[src/rtl/tlv8x_pkg.sv]
`default_nettype none

package tlv8x_pkg;

  // parse position inside the current item
  typedef enum logic [2:0] {
    PH_TYPE = 3'b001,
    PH_LEN  = 3'b010,
    PH_VAL  = 3'b100
  } phase_t;

  // scan status reported with done_res
  typedef enum logic [1:0] {
    ST_FOUND    = 2'd0,
    ST_NOTFOUND = 2'd1,
    ST_TRUNC    = 2'd2
  } status_t;

  localparam logic [15:0] COUNT_MAX = 16'hFFFF;

  // one result item
  typedef struct packed {
    logic [7:0]  value_byte;
    logic        value_valid;
    logic        done_res;
    logic [1:0]  scan_status;
    logic [15:0] total_length;
  } res_t;

endpackage

`default_nettype wire

[src/rtl/tlv8x_in_if.sv]
`default_nettype none

interface tlv8x_in_if;
  logic       valid;
  logic       ready;
  logic [7:0] data_byte;
  logic       last_byte;

  modport source (output valid, data_byte, last_byte, input ready);
  modport sink   (input valid, data_byte, last_byte, output ready);
endinterface

`default_nettype wire

[src/rtl/tlv8x_out_if.sv]
`default_nettype none

interface tlv8x_out_if;
  logic        valid;
  logic        ready;
  logic [7:0]  value_byte;
  logic        value_valid;
  logic        done_res;
  logic [1:0]  scan_status;
  logic [15:0] total_length;

  modport source (output valid, value_byte, value_valid, done_res, scan_status,
                  total_length, input ready);
  modport sink   (input valid, value_byte, value_valid, done_res, scan_status,
                  total_length, output ready);
endinterface

`default_nettype wire

[src/rtl/tlv8x_scan_core.sv]
`default_nettype none

module tlv8x_scan_core
  import tlv8x_pkg::*;
(
  input  wire logic       clk,
  input  wire logic       rst_n,
  input  wire logic       cfg_we,
  input  wire logic [7:0] cfg_wdata,
  input  wire logic       xfer,
  input  wire logic [7:0] data_byte,
  input  wire logic       last_byte,
  output res_t            res
);

  logic [7:0]  target_type_r;
  phase_t      phase_r, phase_nxt;
  logic [7:0]  bytes_left_r, bytes_left_nxt;
  logic        match_r, match_nxt;
  logic        run_r, run_nxt;
  logic        finished_r, finished_nxt;
  logic [15:0] count_r, count_nxt;

  logic [7:0]  bl_dec;
  logic        done;
  status_t     status;

  assign bl_dec = bytes_left_r - 8'd1;

  // per-byte parse decision
  always_comb begin
    phase_nxt      = phase_r;
    bytes_left_nxt = bytes_left_r;
    match_nxt      = match_r;
    run_nxt        = run_r;
    finished_nxt   = finished_r;
    count_nxt      = count_r;
    done           = 1'b0;
    status         = ST_FOUND;
    res            = '0;

    if (!finished_r) begin
      case (phase_r)
        PH_LEN: begin
          bytes_left_nxt = data_byte;
          if (data_byte == 8'd0) begin
            phase_nxt = PH_TYPE;
            if (last_byte) begin
              done   = 1'b1;
              status = (count_r != 16'd0) ? ST_FOUND : ST_NOTFOUND;
            end
          end else begin
            phase_nxt = PH_VAL;
            if (last_byte) begin
              done   = 1'b1;
              status = ST_TRUNC;
            end
          end
        end
        PH_VAL: begin
          if (match_r) begin
            res.value_valid = 1'b1;
            res.value_byte  = data_byte;
            if (count_r != COUNT_MAX) begin
              count_nxt = count_r + 16'd1;
            end
          end
          bytes_left_nxt = bl_dec;
          if (bl_dec == 8'd0) begin
            phase_nxt = PH_TYPE;
            if (last_byte) begin
              done   = 1'b1;
              status = (count_nxt != 16'd0) ? ST_FOUND : ST_NOTFOUND;
            end
          end else if (last_byte) begin
            done   = 1'b1;
            status = ST_TRUNC;
          end
        end
        PH_TYPE: begin
          if (run_r && (data_byte != target_type_r)) begin
            // different type after a matched run ends the scan
            done   = 1'b1;
            status = (count_r != 16'd0) ? ST_FOUND : ST_NOTFOUND;
          end else begin
            match_nxt = (data_byte == target_type_r);
            if (data_byte == target_type_r) begin
              run_nxt = 1'b1;
            end
            phase_nxt = PH_LEN;
            if (last_byte) begin
              done   = 1'b1;
              status = ST_TRUNC;
            end
          end
        end
        default: begin
          phase_nxt = PH_TYPE;
        end
      endcase

      if (done) begin
        res.done_res     = 1'b1;
        res.scan_status  = status;
        res.total_length = count_nxt;
        finished_nxt     = 1'b1;
      end
    end

    // end of buffer clears the scan for the next one
    if (last_byte && (finished_r || done)) begin
      phase_nxt      = PH_TYPE;
      bytes_left_nxt = 8'd0;
      match_nxt      = 1'b0;
      run_nxt        = 1'b0;
      finished_nxt   = 1'b0;
      count_nxt      = 16'd0;
    end
  end

  // scan state and target register
  always_ff @(posedge clk) begin
    if (!rst_n) begin
      target_type_r <= 8'd0;
      phase_r       <= PH_TYPE;
      bytes_left_r  <= 8'd0;
      match_r       <= 1'b0;
      run_r         <= 1'b0;
      finished_r    <= 1'b0;
      count_r       <= 16'd0;
    end else begin
      if (cfg_we) begin
        target_type_r <= cfg_wdata;
      end
      if (xfer) begin
        phase_r      <= phase_nxt;
        bytes_left_r <= bytes_left_nxt;
        match_r      <= match_nxt;
        run_r        <= run_nxt;
        finished_r   <= finished_nxt;
        count_r      <= count_nxt;
      end
    end
  end

endmodule

`default_nettype wire

[src/rtl/tlv8_item_extractor.sv]
// a result is registered when its byte transfers (into the skid on a stall)
// throughput: one byte per cycle while the skid entry is empty
// a two-entry output stage (result register plus skid) keeps input flowing
// reset: synchronous active-low rst_n clears the scan state, target_type
// and the output stage; the block is ready in the cycle after reset

`default_nettype none

module tlv8_item_extractor
  import tlv8x_pkg::*;
(
  input  wire logic       clk,
  input  wire logic       rst_n,
  input  wire logic       cfg_we,
  input  wire logic [7:0] cfg_wdata,
  tlv8x_in_if.sink        in_ch,
  tlv8x_out_if.source     out_ch
);

  logic in_xfer;
  logic out_xfer;
  res_t res;
  res_t main_r;
  res_t skid_r;
  logic main_valid_r;
  logic skid_valid_r;
  logic push;

  assign in_ch.ready = !skid_valid_r;
  assign in_xfer     = in_ch.valid && in_ch.ready;
  assign out_xfer    = main_valid_r && out_ch.ready;
  assign push        = in_xfer && (res.value_valid || res.done_res);

  tlv8x_scan_core u_core (
    .clk       (clk),
    .rst_n     (rst_n),
    .cfg_we    (cfg_we),
    .cfg_wdata (cfg_wdata),
    .xfer      (in_xfer),
    .data_byte (in_ch.data_byte),
    .last_byte (in_ch.last_byte),
    .res       (res)
  );

  // output control: result register backed by one skid entry
  always_ff @(posedge clk) begin
    if (!rst_n) begin
      main_valid_r <= 1'b0;
      skid_valid_r <= 1'b0;
    end else if (skid_valid_r) begin
      if (out_xfer) begin
        skid_valid_r <= 1'b0;
      end
    end else if (push) begin
      if (main_valid_r && !out_xfer) begin
        skid_valid_r <= 1'b1;
      end else begin
        main_valid_r <= 1'b1;
      end
    end else if (out_xfer) begin
      main_valid_r <= 1'b0;
    end
  end

  // output payload
  always_ff @(posedge clk) begin
    if (skid_valid_r) begin
      if (out_xfer) begin
        main_r <= skid_r;
      end
    end else if (push) begin
      if (main_valid_r && !out_xfer) begin
        skid_r <= res;
      end else begin
        main_r <= res;
      end
    end
  end

  assign out_ch.valid        = main_valid_r;
  assign out_ch.value_byte   = main_r.value_byte;
  assign out_ch.value_valid  = main_r.value_valid;
  assign out_ch.done_res     = main_r.done_res;
  assign out_ch.scan_status  = main_r.scan_status;
  assign out_ch.total_length = main_r.total_length;

endmodule

`default_nettype wire

[src/flat_wrapper.sv]
// flat-port wrapper written by rule: the top's interface ports become plain ports
module tlv8_item_extractor_flat import tlv8x_pkg::*;
  (clk, rst_n, cfg_we, cfg_wdata, in_ch_valid, in_ch_data_byte, in_ch_last_byte, in_ch_ready, out_ch_valid, out_ch_value_byte, out_ch_value_valid, out_ch_done_res, out_ch_scan_status, out_ch_total_length, out_ch_ready);
  tlv8x_in_if in_ch_i ();
  tlv8x_out_if out_ch_i ();
  input  wire logic clk;
  input  wire logic rst_n;
  input  wire logic cfg_we;
  input  wire logic [7:0] cfg_wdata;
  input wire logic [$bits(in_ch_i.valid)-1:0] in_ch_valid;
  input wire logic [$bits(in_ch_i.data_byte)-1:0] in_ch_data_byte;
  input wire logic [$bits(in_ch_i.last_byte)-1:0] in_ch_last_byte;
  output wire logic [$bits(in_ch_i.ready)-1:0] in_ch_ready;
  output wire logic [$bits(out_ch_i.valid)-1:0] out_ch_valid;
  output wire logic [$bits(out_ch_i.value_byte)-1:0] out_ch_value_byte;
  output wire logic [$bits(out_ch_i.value_valid)-1:0] out_ch_value_valid;
  output wire logic [$bits(out_ch_i.done_res)-1:0] out_ch_done_res;
  output wire logic [$bits(out_ch_i.scan_status)-1:0] out_ch_scan_status;
  output wire logic [$bits(out_ch_i.total_length)-1:0] out_ch_total_length;
  input wire logic [$bits(out_ch_i.ready)-1:0] out_ch_ready;
  assign in_ch_i.valid = in_ch_valid;
  assign in_ch_i.data_byte = in_ch_data_byte;
  assign in_ch_i.last_byte = in_ch_last_byte;
  assign in_ch_ready = in_ch_i.ready;
  assign out_ch_valid = out_ch_i.valid;
  assign out_ch_value_byte = out_ch_i.value_byte;
  assign out_ch_value_valid = out_ch_i.value_valid;
  assign out_ch_done_res = out_ch_i.done_res;
  assign out_ch_scan_status = out_ch_i.scan_status;
  assign out_ch_total_length = out_ch_i.total_length;
  assign out_ch_i.ready = out_ch_ready;
  tlv8_item_extractor u_core (.clk(clk), .rst_n(rst_n), .cfg_we(cfg_we), .cfg_wdata(cfg_wdata), .in_ch(in_ch_i), .out_ch(out_ch_i));
endmodule
[config.mk]
export PLATFORM = sky130hd
export DESIGN_NAME = tlv8_item_extractor_flat
export DESIGN_NICKNAME = d
export VERILOG_FILES = /design/src/rtl/tlv8x_pkg.sv /design/src/rtl/tlv8x_in_if.sv /design/src/rtl/tlv8x_out_if.sv /design/src/rtl/tlv8x_scan_core.sv /design/src/rtl/tlv8_item_extractor.sv /design/src/flat_wrapper.sv
export SDC_FILE = /design/constraint.sdc
export NUM_CORES = 1
export LEC_CHECK = 0
export ABC_AREA = 0
export CAP_MARGIN = 25
export CELL_PAD_IN_SITES_DETAIL_PLACEMENT = 0
export CELL_PAD_IN_SITES_GLOBAL_PLACEMENT = 1
export CORE_ASPECT_RATIO = 1.5
export CORE_MARGIN = 5
export CORE_UTILIZATION = 50
export CTS_CLUSTER_SIZE = 14
export DETAILED_ROUTE_END_ITERATION = 6
export DONT_BUFFER_PORTS = 1
export PLACE_DENSITY = 0.78
export SLEW_MARGIN = 40
export SYNTH_ARGS = -nofsm -noshare
export SYNTH_HDL_FRONTEND = slang
export SYNTH_SLANG_ARGS = --single-unit
[constraint.sdc]
create_clock -name clk -period 5.4 [get_ports clk]
set_input_delay 0.54 -clock clk [delete_from_list [all_inputs] [get_ports clk]]
set_output_delay 0.54 -clock clk [all_outputs]
set_load 0.01 [all_outputs]
==> flow_results.org <==
** Status
- Run status :: complete, no violations

** Final layout
- Leading cell types in the layout, fill and taps excluded :: sky130_fd_sc_hd__edfxtp_1 (56), sky130_fd_sc_hd__nand2_1 (48), sky130_fd_sc_hd__dfxtp_1 (39)
- The repair_antennas step left the layout with diodes totalling 0.
- Layout overhead on the synthesized area :: 5.20%
- Leaving out fill and tap cells, the most frequent cell in the layout is sky130_fd_sc_hd__edfxtp_1.
- Final core occ :: 54.0%
- Final layout net count :: 520
- Fraction of layout cells with a size suffix above 1 :: a little under an eighth

** Placement
- Buffers added on ports :: 0
- HPWL after detailed placement :: ~9 mm
- The congestion estimate from routability-driven global placement came to ~0.86.

** Timing
- At the pin with the least slew margin, the transition time is approximately 0.62 ns.
- Fmax :: about 0.33 GHz
- The routed design could run at a clock period as short as 3.03 ns.
- Setup violations remaining at the end of the flow were counted as 0.
- The number of endpoints with negative hold slack in the final report was 0.
- Worst relative slew slack :: between 50% and 60%
- In the final timing run, aggregate negative setup slack is 0 ns.
- Final max-slew violation count :: 0
- Post-Route Skew :: just over 0.009 ns
- Final period utilization :: 56.2%
- Setup repair after global routing left no endpoint under its margin.

** Floorplan
- The floorplan step defined a die boundary enclosing 12,600 µm².
- Cell Rows :: 45
- In this run the count of I/O pins placed on the die edge is 52.
- Floorplan core area :: between 10,000 and 15,000 µm²
- Floorplan die width :: just over 90 µm
- The initial utilization of the core area, before any placement, comes to between 50% and 60%.
- Vertical die dimension :: ~130 µm

** GRT
- In the global route stage, met1 resource usage came out at approximately 23%.
- First-pass GRT wire length :: approximately 20 mm
- For met2 alone, demand over resource in global routing was between 30% and 40%.
- Global routing consumed, over all layers together, about a fifth of the routing resources.
- The number of antenna violations at the first check in global routing came to 0.
- Global routing consumed, on the met3 layer, 4.18% of the routing resources.
- Entering global routing, the biggest net connects 35 pins.
- After global routing, the most crowded layer is met2.
- Overflow after GRT :: 0
- Via count of the first global-routing pass :: approximately 3,600

** Worst setup path
- Critical Path Max Stage Delay :: around 0.54 ns
- The worst setup path is captured at a flop.
- Largest driver fanout on the critical path :: 29
- Setup slack, reg-to-reg :: approximately 2.4 ns
- STA classifies the critical path startpoint as a flop.
- The largest individual stage delay along the critical path comes from the cell sky130_fd_sc_hd__dfxtp_1.
- Required @ worst endpoint :: around 5.4 ns
- RR Endpoint :: u_core.skid_r[21]$_DFFE_PP_
- Crit Reg-Reg Startpoint :: u_core.u_core.phase_r[0]$_SDFFE_PN1P_
- The critical path runs through a total of 8 cells.
- The worst register-to-register path has a depth of 8.
- Data arrives at the worst endpoint at 3.05 ns.
- Family of cells with the greatest summed delay on the critical path :: simple AND/OR/NAND/NOR gates
- CP cell instances :: nor3b_2 > or3_4 > nand2_1 > a21o_2 > nand2b_1 > nand2_1 > nor3b_2 > buf_4
- The most critical setup path has its startpoint at u_core.u_core.phase_r[0]$_SDFFE_PN1P_.
- Worst setup path class :: flop to flop
- The number of buffers and inverters on the critical path is 1.

** Clocking
- No sink is reached through more buffers than the 2 on the longest clock path.
- CTS-repair resized insts :: 0
- For the worst-skew pair, the clock arrives at the later sink with an insertion delay of between 0.3 and 0.4 ns.
- Clock tree from TritonCTS :: done
- Clock Tree Root :: sky130_fd_sc_hd__clkbuf_16
- Clock slew at reported path FFs :: about 0.07 ns
- Buffers inserted to repair hold after CTS numbered 0.
- The H-tree was split into 3 levels.
- In this run, CTS created clock tree buffers numbering 9.
- Number of setup buffers added after CTS :: 0
- For this design, the sink count on the clock tree is 96.

** Logic synthesis
- In the synthesized netlist the async set-or-reset flop fraction comes to 0%.
- Counting flops and latches in the post-synthesis netlist gives 96.
- Share of the synthesized area in the top cell type :: about a third
- By area the synthesized netlist is led by sky130_fd_sc_hd__edfxtp_1 (32%), sky130_fd_sc_hd__dfxtp_1 (15%), sky130_fd_sc_hd__nand2_1 (3.5%).
- Seq/Total Area, Yosys :: a little under half
- The number of nets in the synthesized netlist is between 500 and 600.
- Summed over all instances, the cell type with the most area after synthesis is sky130_fd_sc_hd__edfxtp_1.
- Synth cell types :: 77
- Counting every instance in the synthesized netlist gives about 520.
- Most used flip-flop cell after synthesis :: sky130_fd_sc_hd__edfxtp_1
- Post-synth EDFFs :: 56
- Post-synthesis area per instance :: 10.0 µm²
- Yosys printed 0 warnings.
- The synthesized netlist occupies a cell area of between 5000 and 6000 µm².

** Drt
- In the final routed layout, each cell accounts on average for approximately 21 µm.
- The final route contains ~3,800 vias.
- For this block, the routed nets add up to 12.7 mm of wire.
- Number of vias per cell after detailed routing :: 6.10
- The first TritonRoute pass finished after 4 iterations.
- In the routed design, unresolved DRC markers number 0.
- 1st-iter DRT viols :: 348
- Antenna viol nets, final :: 0

** Hold path
- Hold Crit Start :: rst_n
- Along the worst hold path, the cell count comes to 1.
- Type of the most critical hold path :: input pin to flop
- End point of the worst hold path :: u_core.u_core.count_r[11]$_SDFFE_PN0P_

** Pwr
- Cell area power density :: about 280 nW/µm²
- In this run the static leakage power is roughly 1.8 nW.
- The worst-case IR drop observed on VDD is about 0.00021 V.

** Flow run
- Across the run, the number of max-cap violations was 0.
-- registers in the layout, summed over array words and instances (netlist names), 2 cells and up --
register                     count
u_core.out_ch.scan_status        2
u_core.out_ch.total_length      16
u_core.out_ch.value_byte         8
u_core.skid_r                   28
u_core.u_core.bytes_left_r       8
u_core.u_core.count_r           16
u_core.u_core.phase_r            3
u_core.u_core.target_type_r      8
-- worst max-delay path by stage --
stage                                       end  slack (ns)
floorplan            u_core.skid_r[0]$_DFFE_PP_        1.53
global placement    u_core.skid_r[23]$_DFFE_PP_        2.32
detailed placement  u_core.skid_r[17]$_DFFE_PP_        2.22
CTS                  u_core.skid_r[5]$_DFFE_PP_        2.21
global route        u_core.skid_r[21]$_DFFE_PP_        2.16
finish              u_core.skid_r[21]$_DFFE_PP_        2.37
-- logic make-up (layout without fill, tap and decap cells) --
| family | count (synthesis) | count (layout) | share of synthesized area (%) |
|---|---|---|---|
| AND/OR/NAND/NOR | 211 | 211 | 22.9 |
| AO/OA/AOI/OAI | 101 | 101 | 13.5 |
| flip-flops | 96 | 96 | 47.7 |
| buffers and inverters | 51 | 32 | 4.67 |
| XOR/XNOR | 30 | 30 | 5.05 |
| multiplexers | 25 | 25 | 5.15 |
| adder cells (fa/ha/maj) | 4 | 4 | 0.963 |
-- per-stage QoR --
step	hold slack [ns]	area [µm²]	setup slack [ns]	std cells	power, mW
after floorplan	0.463	5200	1.53	518	0.909
after global routing	0.306	5470	2.16	616	1.56
after detailed placement	0.498	5190	2.22	600	0.929
final	0.322	5470	2.37	616	1.50
after CTS	0.292	5470	2.21	616	1.52
after global placement	0.502	5190	2.32	600	0.926
-- final cells by class --
cell class	instances	area (µm²)
Fill cell	940	4660
Multi-Input combinational cell	371	2490
Sequential cell	96	2480
Clock buffer	11	233
Tap cell	117	146
Inverter	12	45.0
Clock inverter	5	41.3
Timing Repair Buffer	4	30.0
-- synth_stat cells (3+ instances only) --
master                      n
sky130_fd_sc_hd__mux2i_1   11
sky130_fd_sc_hd__and4_1     3
sky130_fd_sc_hd__or3_1      5
sky130_fd_sc_hd__mux2_2    14
sky130_fd_sc_hd__a21boi_1   5
sky130_fd_sc_hd__edfxtp_1  56
sky130_fd_sc_hd__o31ai_1   12
sky130_fd_sc_hd__nor2b_1   14
sky130_fd_sc_hd__o21ai_0   20
sky130_fd_sc_hd__dfxtp_1   40
sky130_fd_sc_hd__o21a_1     4
sky130_fd_sc_hd__and3_1    11
sky130_fd_sc_hd__buf_2     16
sky130_fd_sc_hd__nand4_1   13
sky130_fd_sc_hd__nand2_2    3
sky130_fd_sc_hd__nor3b_2    3
sky130_fd_sc_hd__and2_1    16
sky130_fd_sc_hd__buf_6      3
sky130_fd_sc_hd__nor4_1     9
sky130_fd_sc_hd__a21boi_0   5
sky130_fd_sc_hd__ha_1       4
sky130_fd_sc_hd__xnor2_1   19
sky130_fd_sc_hd__a211oi_1   5
sky130_fd_sc_hd__o211a_1    3
sky130_fd_sc_hd__xor2_1    11
sky130_fd_sc_hd__inv_1     10
sky130_fd_sc_hd__nand2_1   48
sky130_fd_sc_hd__nor3b_1    5
sky130_fd_sc_hd__nand3_1   10
sky130_fd_sc_hd__nor3_1     9
sky130_fd_sc_hd__a31oi_1    6
sky130_fd_sc_hd__nand3b_1   4
sky130_fd_sc_hd__clkbuf_1  15
sky130_fd_sc_hd__a21oi_1   16
sky130_fd_sc_hd__nor2_1    38
-- where the power goes --
group	internal, mW	switching, mW
clock	0.316	0.277
sequential	0.793	0.0221
combinational	0.0359	0.0603
-- routing by layer --
metal / part of all wire, % / wire length, µm
met1: 38 / 4800
met2: 54 / 6830
met3: 4.0 / 502
met5: 0 / 0
met4: 4.2 / 534
No activity file was read; power rests on OpenSTA's default activity.
